===== config.mk =====
export PLATFORM = sky130hd
export DESIGN_NAME = uart_rx_line_frame_collector
export DESIGN_NICKNAME = d
export VERILOG_FILES = /design/src/rtl/ulfc_pkg.sv /design/src/rtl/ulfc_store.sv /design/src/rtl/ulfc_ctrl.sv /design/src/rtl/uart_rx_line_frame_collector.sv
export SDC_FILE = /design/constraint.sdc
export NUM_CORES = 2
export LEC_CHECK = 0
export BUFFER_PORTS_ARGS = -buffer_cell sky130_fd_sc_hd__buf_4
export CORE_ASPECT_RATIO = 0.6
export CORE_MARGIN = 2
export CORE_UTILIZATION = 30
export CTS_CLUSTER_SIZE = 25
export DETAILED_ROUTE_END_ITERATION = 10
export SLEW_MARGIN = 0
export SYNTH_ARGS = -nofsm -noshare
export SYNTH_HDL_FRONTEND = slang
export SYNTH_SLANG_ARGS = --single-unit

===== constraint.sdc =====
create_clock -name i_clk -period 18.05 [get_ports i_clk]
set_input_delay 3.61 -clock i_clk [delete_from_list [all_inputs] [get_ports i_clk]]
set_output_delay 3.61 -clock i_clk [all_outputs]
set_load 0.02 [all_outputs]

===== src/rtl/ulfc_pkg.sv =====
// shared types, codes and character constants for the uart rx line frame collector
package ulfc_pkg;

    // item kinds on the input channel
    typedef enum logic [1:0] {
        KIND_BYTE    = 2'd0,
        KIND_RESTART = 2'd1,
        KIND_READ    = 2'd2,
        KIND_NOP     = 2'd3
    } t_kind;

    // receive modes held in the rx_type register
    typedef enum logic [1:0] {
        RXT_LINE   = 2'd0,
        RXT_RAW    = 2'd1,
        RXT_MARKER = 2'd2,
        RXT_INERT  = 2'd3
    } t_rx_type;

    // configuration register indexes
    typedef enum logic [1:0] {
        CFG_RX_TYPE      = 2'd0,
        CFG_START_MARKER = 2'd1,
        CFG_END_MARKER   = 2'd2,
        CFG_UNUSED       = 2'd3
    } t_cfg_index;

    localparam int DEFAULT_BUF_DEPTH = 256;

    localparam logic [7:0] CH_CR   = 8'h0D;
    localparam logic [7:0] CH_LF   = 8'h0A;
    localparam logic [7:0] CH_PLUS = 8'h2B;
    localparam logic [7:0] CH_ZERO = 8'h30;
    localparam int         WIN_LEN = 8;
    localparam int         TAG_LEN = 5;

    // "+IPD," byte by position
    function automatic logic [7:0] ipd_tag(input logic [2:0] pos);
        logic [7:0] v;
        case (pos)
            3'd0:    v = 8'h2B;
            3'd1:    v = 8'h49;
            3'd2:    v = 8'h50;
            3'd3:    v = 8'h44;
            3'd4:    v = 8'h2C;
            default: v = 8'h00;
        endcase
        return v;
    endfunction

    // status reported with every result
    typedef struct packed {
        logic       frame_done;
        logic       cr_pending;
        logic [7:0] link_id;
        logic       link_id_fresh;
    } t_status;

endpackage


===== src/rtl/ulfc_store.sv =====
// single-port byte buffer with registered read data
module ulfc_store #(
    parameter int BUF_DEPTH = ulfc_pkg::DEFAULT_BUF_DEPTH,
    parameter int AW        = $clog2(BUF_DEPTH)
) (
    input  logic          i_clk,
    input  logic          i_we,
    input  logic [AW-1:0] i_waddr,
    input  logic [7:0]    i_wdata,
    input  logic          i_re,
    input  logic [AW-1:0] i_raddr,
    output logic [7:0]    o_rdata
);
    import ulfc_pkg::*;

    logic [7:0] r_mem [BUF_DEPTH];
    logic [7:0] r_rdata;

    always_ff @(posedge i_clk) begin
        if (i_we) begin
            r_mem[i_waddr] <= i_wdata;
        end
    end

    // read data holds until the next read
    always_ff @(posedge i_clk) begin
        if (i_re) begin
            r_rdata <= r_mem[i_raddr];
        end
    end

    assign o_rdata = r_rdata;

endmodule


===== src/rtl/ulfc_ctrl.sv =====
// status registers, receive mode logic, link sniffing and buffer write sequencing
module ulfc_ctrl #(
    parameter int BUF_DEPTH = ulfc_pkg::DEFAULT_BUF_DEPTH,
    parameter int AW        = $clog2(BUF_DEPTH)
) (
    input  logic              i_clk,
    input  logic              i_rst_n,
    input  logic              i_cfg_we,
    input  logic [1:0]        i_cfg_index,
    input  logic [7:0]        i_cfg_data,
    input  logic              i_take,
    input  logic [1:0]        i_mode,
    input  logic [7:0]        i_rx_byte,
    input  logic [7:0]        i_frames_wanted,
    output logic              o_busy,
    output logic              o_we,
    output logic [AW-1:0]     o_waddr,
    output logic [7:0]        o_wdata,
    output logic [8:0]        o_count,
    output ulfc_pkg::t_status o_status
);
    import ulfc_pkg::*;

    localparam int CW = $clog2(BUF_DEPTH + 1);
    localparam logic [CW-1:0] FULL = CW'(BUF_DEPTH);
    localparam logic [CW-1:0] LAST = CW'(BUF_DEPTH - 1);

    logic [CW-1:0] r_cnt,    n_cnt;
    logic          r_cr,     n_cr;
    logic          r_done,   n_done;
    logic [7:0]    r_frames, n_frames;
    logic [3:0]    r_pos,    n_pos;
    logic [7:0]    r_link,   n_link;
    logic [7:0]    r_win [WIN_LEN];
    logic          win_we;
    logic [2:0]    win_idx;
    logic          fresh;

    logic [1:0]    r_rx_type;
    logic [7:0]    r_start, r_end;

    logic          r_wr2,  n_wr2;
    logic [AW-1:0] r_wr2_addr, n_wr2_addr;

    logic          w1_en;
    logic [CW-1:0] w1_pos;
    logic [7:0]    w1_data;

    logic [CW:0]   cnt_p1, cnt_p2;
    logic [CW-1:0] mk_base;
    logic [3:0]    sn_p, sn_p1;
    logic          tag_hit;

    always_comb begin
        cnt_p1 = {1'b0, r_cnt} + (CW+1)'(1);
        cnt_p2 = {1'b0, r_cnt} + (CW+1)'(2);
        mk_base = (i_rx_byte == r_start) ? '0 : r_cnt;
        tag_hit = 1'b1;
        for (int k = 0; k < TAG_LEN; k++) begin
            if (r_win[k] != ipd_tag(3'(k))) tag_hit = 1'b0;
        end
        sn_p  = (i_rx_byte == CH_PLUS) ? 4'd0 : r_pos;
        sn_p1 = sn_p + 4'd1;
    end

    always_comb begin
        n_cnt      = r_cnt;
        n_cr       = r_cr;
        n_done     = r_done;
        n_frames   = r_frames;
        n_pos      = r_pos;
        n_link     = r_link;
        win_we     = 1'b0;
        win_idx    = sn_p[2:0];
        fresh      = 1'b0;
        n_wr2      = 1'b0;
        n_wr2_addr = r_wr2_addr;
        w1_en      = 1'b0;
        w1_pos     = r_cnt;
        w1_data    = i_rx_byte;
        if (i_take) begin
            case (t_kind'(i_mode))
                KIND_BYTE: begin
                    case (t_rx_type'(r_rx_type))
                        RXT_LINE: begin
                            if (!r_done) begin
                                if (r_cr) begin
                                    if (i_rx_byte != CH_LF) begin
                                        n_cnt = '0;
                                        n_cr  = 1'b0;
                                    end else if (r_frames != 8'd0) begin
                                        n_frames = r_frames - 8'd1;
                                        n_cr     = 1'b0;
                                        w1_en    = (r_cnt < FULL);
                                        w1_data  = CH_CR;
                                        // LF goes in the following cycle
                                        n_wr2      = (cnt_p1 < {1'b0, FULL});
                                        n_wr2_addr = AW'(cnt_p1);
                                        n_cnt = (cnt_p2 > {1'b0, FULL}) ? FULL
                                                                        : CW'(cnt_p2);
                                    end else begin
                                        n_done = 1'b1;
                                    end
                                end else if (i_rx_byte == CH_CR) begin
                                    n_cr = 1'b1;
                                end else begin
                                    w1_en = (r_cnt < FULL);
                                    n_cnt = (r_cnt >= LAST) ? '0 : CW'(cnt_p1);
                                end
                            end
                        end
                        RXT_RAW: begin
                            if (!r_done) begin
                                w1_en = (r_cnt < FULL);
                                if (r_cnt < LAST) begin
                                    n_cnt = CW'(cnt_p1);
                                end else begin
                                    n_done = 1'b1;
                                end
                            end
                        end
                        RXT_MARKER: begin
                            if (!r_done && !r_cr && r_cnt < LAST) begin
                                w1_en  = 1'b1;
                                w1_pos = mk_base;
                                n_cnt  = mk_base + CW'(1);
                                if (i_rx_byte == r_end) n_done = 1'b1;
                            end else begin
                                n_cnt  = '0;
                                n_cr   = 1'b0;
                                n_done = 1'b0;
                            end
                            if (r_pos < 4'(WIN_LEN + 1)) begin
                                win_we = (sn_p < 4'(WIN_LEN));
                                n_pos  = sn_p1;
                                if (sn_p1 > 4'd7) begin
                                    if (tag_hit) begin
                                        n_link = r_win[TAG_LEN] - CH_ZERO;
                                        fresh  = 1'b1;
                                    end
                                    n_pos = 4'd0;
                                end
                            end
                        end
                        default: begin
                        end
                    endcase
                end
                KIND_RESTART: begin
                    n_cnt  = '0;
                    n_cr   = 1'b0;
                    n_done = 1'b0;
                    if (i_frames_wanted != 8'd0) n_frames = i_frames_wanted - 8'd1;
                end
                default: begin
                end
            endcase
        end
    end

    always_ff @(posedge i_clk) begin
        if (!i_rst_n) begin
            r_cnt      <= '0;
            r_cr       <= 1'b0;
            r_done     <= 1'b0;
            r_frames   <= 8'd0;
            r_pos      <= 4'd0;
            r_link     <= 8'd0;
            r_wr2      <= 1'b0;
            r_rx_type  <= RXT_LINE;
            r_start    <= 8'd0;
            r_end      <= 8'd0;
            for (int k = 0; k < WIN_LEN; k++) r_win[k] <= 8'd0;
        end else begin
            r_cnt    <= n_cnt;
            r_cr     <= n_cr;
            r_done   <= n_done;
            r_frames <= n_frames;
            r_pos    <= n_pos;
            r_link   <= n_link;
            r_wr2    <= n_wr2;
            if (win_we) r_win[win_idx] <= i_rx_byte;
            if (i_cfg_we) begin
                case (t_cfg_index'(i_cfg_index))
                    CFG_RX_TYPE:      r_rx_type <= i_cfg_data[1:0];
                    CFG_START_MARKER: r_start   <= i_cfg_data;
                    CFG_END_MARKER:   r_end     <= i_cfg_data;
                    default: begin
                    end
                endcase
            end
        end
    end

    always_ff @(posedge i_clk) begin
        r_wr2_addr <= n_wr2_addr;
    end

    // the pending LF write owns the port ahead of any new write
    always_comb begin
        if (r_wr2) begin
            o_we    = 1'b1;
            o_waddr = r_wr2_addr;
            o_wdata = CH_LF;
        end else begin
            o_we    = w1_en;
            o_waddr = AW'(w1_pos);
            o_wdata = w1_data;
        end
    end

    assign o_busy                 = r_wr2;
    assign o_count                = 9'(n_cnt);
    assign o_status.frame_done    = n_done;
    assign o_status.cr_pending    = n_cr;
    assign o_status.link_id       = n_link;
    assign o_status.link_id_fresh = fresh;

endmodule


===== src/rtl/uart_rx_line_frame_collector.sv =====
// top level: uart receive line, raw and marker frame collector
//
// Input channel (i_in_valid / o_in_stall) carries one item per beat: a
// received byte, a restart, a buffer read or a no-op. Every item gives
// exactly one result beat on the output channel (o_out_valid / i_out_stall)
// carrying the status after that item, plus buffer data for read items.
// Configuration writes use i_cfg_valid / o_cfg_ready, always ready; the user
// must make them while the block is idle, which the block does not enforce.
// A result is registered in the middle stage and then the output register.
// Throughput: one item per cycle while o_in_stall is low; an item that puts
// CR LF back into the buffer holds o_in_stall high while the single buffer
// port writes LF in the cycle after CR.
// The buffer is one single-port memory with registered reads.
// Reset clears status, link sniffing and configuration; buffer contents are
// undefined until written. When the receiver stalls, the output register
// holds and one more item is taken into the middle stage, then o_in_stall
// rises until the output drains.
module uart_rx_line_frame_collector #(
    parameter int BUF_DEPTH = ulfc_pkg::DEFAULT_BUF_DEPTH
) (
    input  logic       i_clk,
    input  logic       i_rst_n,
    input  logic       i_cfg_valid,
    output logic       o_cfg_ready,
    input  logic [1:0] i_cfg_index,
    input  logic [7:0] i_cfg_data,
    input  logic       i_in_valid,
    output logic       o_in_stall,
    input  logic [1:0] i_mode,
    input  logic [7:0] i_rx_byte,
    input  logic [7:0] i_frames_wanted,
    input  logic [7:0] i_read_index,
    output logic       o_out_valid,
    input  logic       i_out_stall,
    output logic [8:0] o_received_count,
    output logic       o_frame_done,
    output logic       o_cr_pending,
    output logic [7:0] o_read_data,
    output logic [7:0] o_link_id,
    output logic       o_link_id_fresh
);
    import ulfc_pkg::*;

    localparam int AW = $clog2(BUF_DEPTH);

    logic          take, out_free;
    logic          w_busy, w_we, w_re;
    logic [AW-1:0] w_waddr;
    logic [7:0]    w_wdata, w_rdata;
    logic [8:0]    w_count;
    t_status       w_status;

    logic          r_s1_valid;
    logic          r_s1_rd;
    logic [8:0]    r_s1_count;
    t_status       r_s1_status;

    logic          r_o_valid;
    logic [8:0]    r_o_count;
    logic [7:0]    r_o_rdata;
    t_status       r_o_status;

    assign out_free   = !r_o_valid || !i_out_stall;
    assign o_in_stall = w_busy || (r_s1_valid && !out_free);
    assign take       = i_in_valid && !o_in_stall;
    assign o_cfg_ready = 1'b1;

    assign w_re = take && (t_kind'(i_mode) == KIND_READ)
                  && (32'(i_read_index) < 32'(BUF_DEPTH));

    ulfc_ctrl #(.BUF_DEPTH(BUF_DEPTH), .AW(AW)) u_ctrl (
        .i_clk           (i_clk),
        .i_rst_n         (i_rst_n),
        .i_cfg_we        (i_cfg_valid && o_cfg_ready),
        .i_cfg_index     (i_cfg_index),
        .i_cfg_data      (i_cfg_data),
        .i_take          (take),
        .i_mode          (i_mode),
        .i_rx_byte       (i_rx_byte),
        .i_frames_wanted (i_frames_wanted),
        .o_busy          (w_busy),
        .o_we            (w_we),
        .o_waddr         (w_waddr),
        .o_wdata         (w_wdata),
        .o_count         (w_count),
        .o_status        (w_status)
    );

    ulfc_store #(.BUF_DEPTH(BUF_DEPTH), .AW(AW)) u_store (
        .i_clk   (i_clk),
        .i_we    (w_we),
        .i_waddr (w_waddr),
        .i_wdata (w_wdata),
        .i_re    (w_re),
        .i_raddr (AW'(i_read_index)),
        .o_rdata (w_rdata)
    );

    always_ff @(posedge i_clk) begin
        if (!i_rst_n) begin
            r_s1_valid <= 1'b0;
            r_o_valid  <= 1'b0;
        end else begin
            if (take) begin
                r_s1_valid <= 1'b1;
            end else if (r_s1_valid && out_free) begin
                r_s1_valid <= 1'b0;
            end
            if (out_free) begin
                r_o_valid <= r_s1_valid;
            end
        end
    end

    always_ff @(posedge i_clk) begin
        if (take) begin
            r_s1_rd     <= w_re;
            r_s1_count  <= w_count;
            r_s1_status <= w_status;
        end
        if (out_free && r_s1_valid) begin
            r_o_count  <= r_s1_count;
            r_o_status <= r_s1_status;
            r_o_rdata  <= r_s1_rd ? w_rdata : 8'd0;
        end
    end

    assign o_out_valid      = r_o_valid;
    assign o_received_count = r_o_count;
    assign o_frame_done     = r_o_status.frame_done;
    assign o_cr_pending     = r_o_status.cr_pending;
    assign o_read_data      = r_o_rdata;
    assign o_link_id        = r_o_status.link_id;
    assign o_link_id_fresh  = r_o_status.link_id_fresh;

    // buffer port never carries a read and a write together
    a_port_excl: assert property (@(posedge i_clk) disable iff (!i_rst_n)
        !(w_we && w_re))
        else $error("buffer read and write in the same cycle");

    // the LF write is never still pending in the following cycle
    a_lf_one_cycle: assert property (@(posedge i_clk) disable iff (!i_rst_n)
        w_busy |=> !w_busy)
        else $error("LF write pending for more than one cycle");

    // a blocked middle stage keeps its item until the output drains
    a_s1_hold: assert property (@(posedge i_clk) disable iff (!i_rst_n)
        (r_s1_valid && !out_free) |=> (r_s1_valid && $stable(r_s1_count)))
        else $error("middle stage lost its item while blocked");

    // no beat enters while the LF write is pending
    a_no_take_busy: assert property (@(posedge i_clk) disable iff (!i_rst_n)
        w_busy |-> !take)
        else $error("beat accepted during LF write");

endmodule


==> flow_summary.ini <==
[run_status]
status = complete, no violations

[setup_path]
end_kind = output port
critical_path_class = in -> out
arrival_ps = 4140
rrSetupSlack_ps = 12690
rr_worst_depth = 7
cp-start-kind = input port
regToRegEndpoint = u_store.r_mem[146][5]
reg2reg_from = u_ctrl.o_busy
cp_max_fo = 4
cp.required_ps = 14440

[sta]
fin_crit_sh = 0.429
finalCriticalPeriod_ps = 7750
drv_slew = 0
fmax_mhz = 129
maxSlewHeadroom = 0.110
setup_viol = 0
skew_ps = 76.3
final-hold-violation-count = 0
totalNegativeSetupSlack_ps = 0
whs_ps = 418
rsz0062_at_grt = no
worst_pin_slew_ps = 1340

[global_routing]
grt_max_degree = 189
grt.busiest_layer = met1
grt_pass1_wl_um = 326000
globalRouteMet1Util = 0.235
overflow = 0
grtUsageMet3 = 0.0449
antenna_found_initial = 14
grt.met2_usage = 0.205
grt_pass1_vias = 43600
grt_util_all_layers = 0.150

[clocking]
post_cts_buffers = 0
cts_root_buf = clkbuf_16
clk_pin_slew_ps = 60
cts_tree = yes
clock-sinks = 2213
cts_htree_levels = 4
cts_hold_buffers = 0
insertion_delay_ps = 880
numCtsBuffers = 208
cts_buffer_depth = 4
cts_resized = 0

[synthesis]
synth_edf_count = 2161
syn_area_mm2 = 0.0875
synth_cell_types = 85
netlist_top_cells_area = edfxtp_1 (74%), mux4_2 (13%), mux2i_1 (1.5%)
synth.avg_cell_area_um2 = 19.6
syn_inst = 4455
ys_seq_elements = 2213
synth_area_leader_cell = edfxtp_1
syn_nets = 4503
yosysSeqAreaShare = 0.753
synth-main-ff-cell = edfxtp_1
yosys.area.top_type_share = 0.742
yosysWarnings = 0
postSynth.asyncResetShare = 0

[die]
start_util = 0.302
boundaryPins = 72
rows = 153
die_x_um = 701
die_h_um = 422
core-area_mm2 = 0.290
dieArea_mm2 = 0.296

[finish]
area_delta_synth_final_pct = 13.1
finalInstanceArea_mm2 = 0.0989
final_cells = 8569
num-nets-final = 4576
layout_common_cells = edfxtp_1 (2,161), mux4_2 (499), nor2_1 (346)
drive_above_1_share = 0.213
layout.cells.most_common = edfxtp_1

[placed_design]
dpl.cell_count = 8191
routabilityCongestion = 0.879
place_area_mm2 = 0.0923
io_buffers = 70
place_hpwl_um = 139000

[run]
maxCapViolCount = 0

[power]
vdd_drop_max_uv = 82.0
p_int_mw = 8.29
p_clk_frac = 0.413
p_leak_nw = 30.3
seqPwrFrac = 0.536
power_density_mw_per_mm2 = 107
swShare = 0.216
switchingPower_mw = 2.28
power_frac_comb = 0.052

[hold_path]
hold_depth = 0
hp-class = reg -> reg
min_from = r_s1_status[6]
holdPathEnd = o_link_id[5]

[drt]
dr.pass1.iters = 6
vias_per_cell = 5.27
drt_wl_total_um = 228000
ant_nets = 0
wl_per_cell_um = 26.6
drc_errors = 0
drt_iter0_drc = 6340
vias = 45100
==> layout make-up <==
cell class,count,area (um2)
antenna,3,7.51
clock buffer,262,5530
clock inverter,111,1080
fill,27000,191000
inverter,17,63.8
multi-input combinational,1951,20400
sequential,2213,65900
tap,3875,4850
timing repair buffer,137,1120
==> worst max path at each step <==
stage | from | endpoint | slack [ps] | depth (start not counted)
3_5_place_dp | i_read_index[1] | u_store.o_rdata[7] | 9820 | 9
5_1_grt | i_out_stall | o_in_stall | 10230 | 4
2_1_floorplan | i_out_stall | u_store.r_mem[0][5] | 1750 | 8
4_1_cts | i_out_stall | o_in_stall | 10300 | 4
3_3_place_gp | i_read_index[0] | u_store.o_rdata[6] | 9730 | 8
6_report | i_out_stall | o_in_stall | 10300 | 4
==> synthesized netlist by cell type, drive strengths merged, types with 42 or more instances <==
master  count
a21oi      58
a22oi      84
and2       69
buf       140
clkbuf    134
dfxtp      52
edfxtp   2161
mux2i     135
mux4      499
nand2     162
nand3      42
nor2      357
nor3       44
o21ai      77
==> kinds of logic (layout without fill, tap and decap cells) <==
logic type               after synthesis  count (layout)  share of synthesized area
buffers and inverters                291             527                     0.0151
AO/OA/AOI/OAI                        421             421                     0.0343
multiplexers                         657             657                      0.147
flip-flops                          2213            2213                      0.753
XOR/XNOR                              36              36                    0.00360
other                                  1               4                  0.0000429
adder cells (fa/ha/maj)                7               7                    0.00100
AND/OR/NAND/NOR                      829             829                     0.0457
==> state kept, by name, indices dropped and copies added (netlist names), 9 cells and up <==
register,cells
u_store.r_mem,2048
u_ctrl.r_win,48
r_s1_status,11
o_received_count,9
r_s1_count,9
u_ctrl.r_cnt,9
==> worst max-delay path: stages <==
cell and delay, ps:
buf_4 120, nand3_1 140, nand2_1 80, buf_4 190
==> power groups by stage <==
stage	registers [mW]	logic (mW)	clock network, mW
floorplan	5.79	0.322	0
global placement	5.78	0.535	0
detailed placement	5.78	0.542	0
CTS	5.66	0.543	4.44
global route	5.66	0.576	4.63
finish	5.67	0.546	4.36
==> layer usage <==
layer	vias up	wire length, um
met5	-	13
met4	2	4020
met3	298	26600
met2	2337	94400
met1	24000	103000
li1	18500	-
==> per-stage QoR <==
step	util	setup WS, ps	power [mW]
6_report	0.341	10300	10.6
5_1_grt	0.341	10230	10.9
4_1_cts	0.341	10300	10.6
3_5_place_dp	0.318	9820	6.32
3_3_place_gp	0.318	9730	6.31
2_1_floorplan	-	1750	6.11
Note: power is estimated with default switching activity, not from simulation.
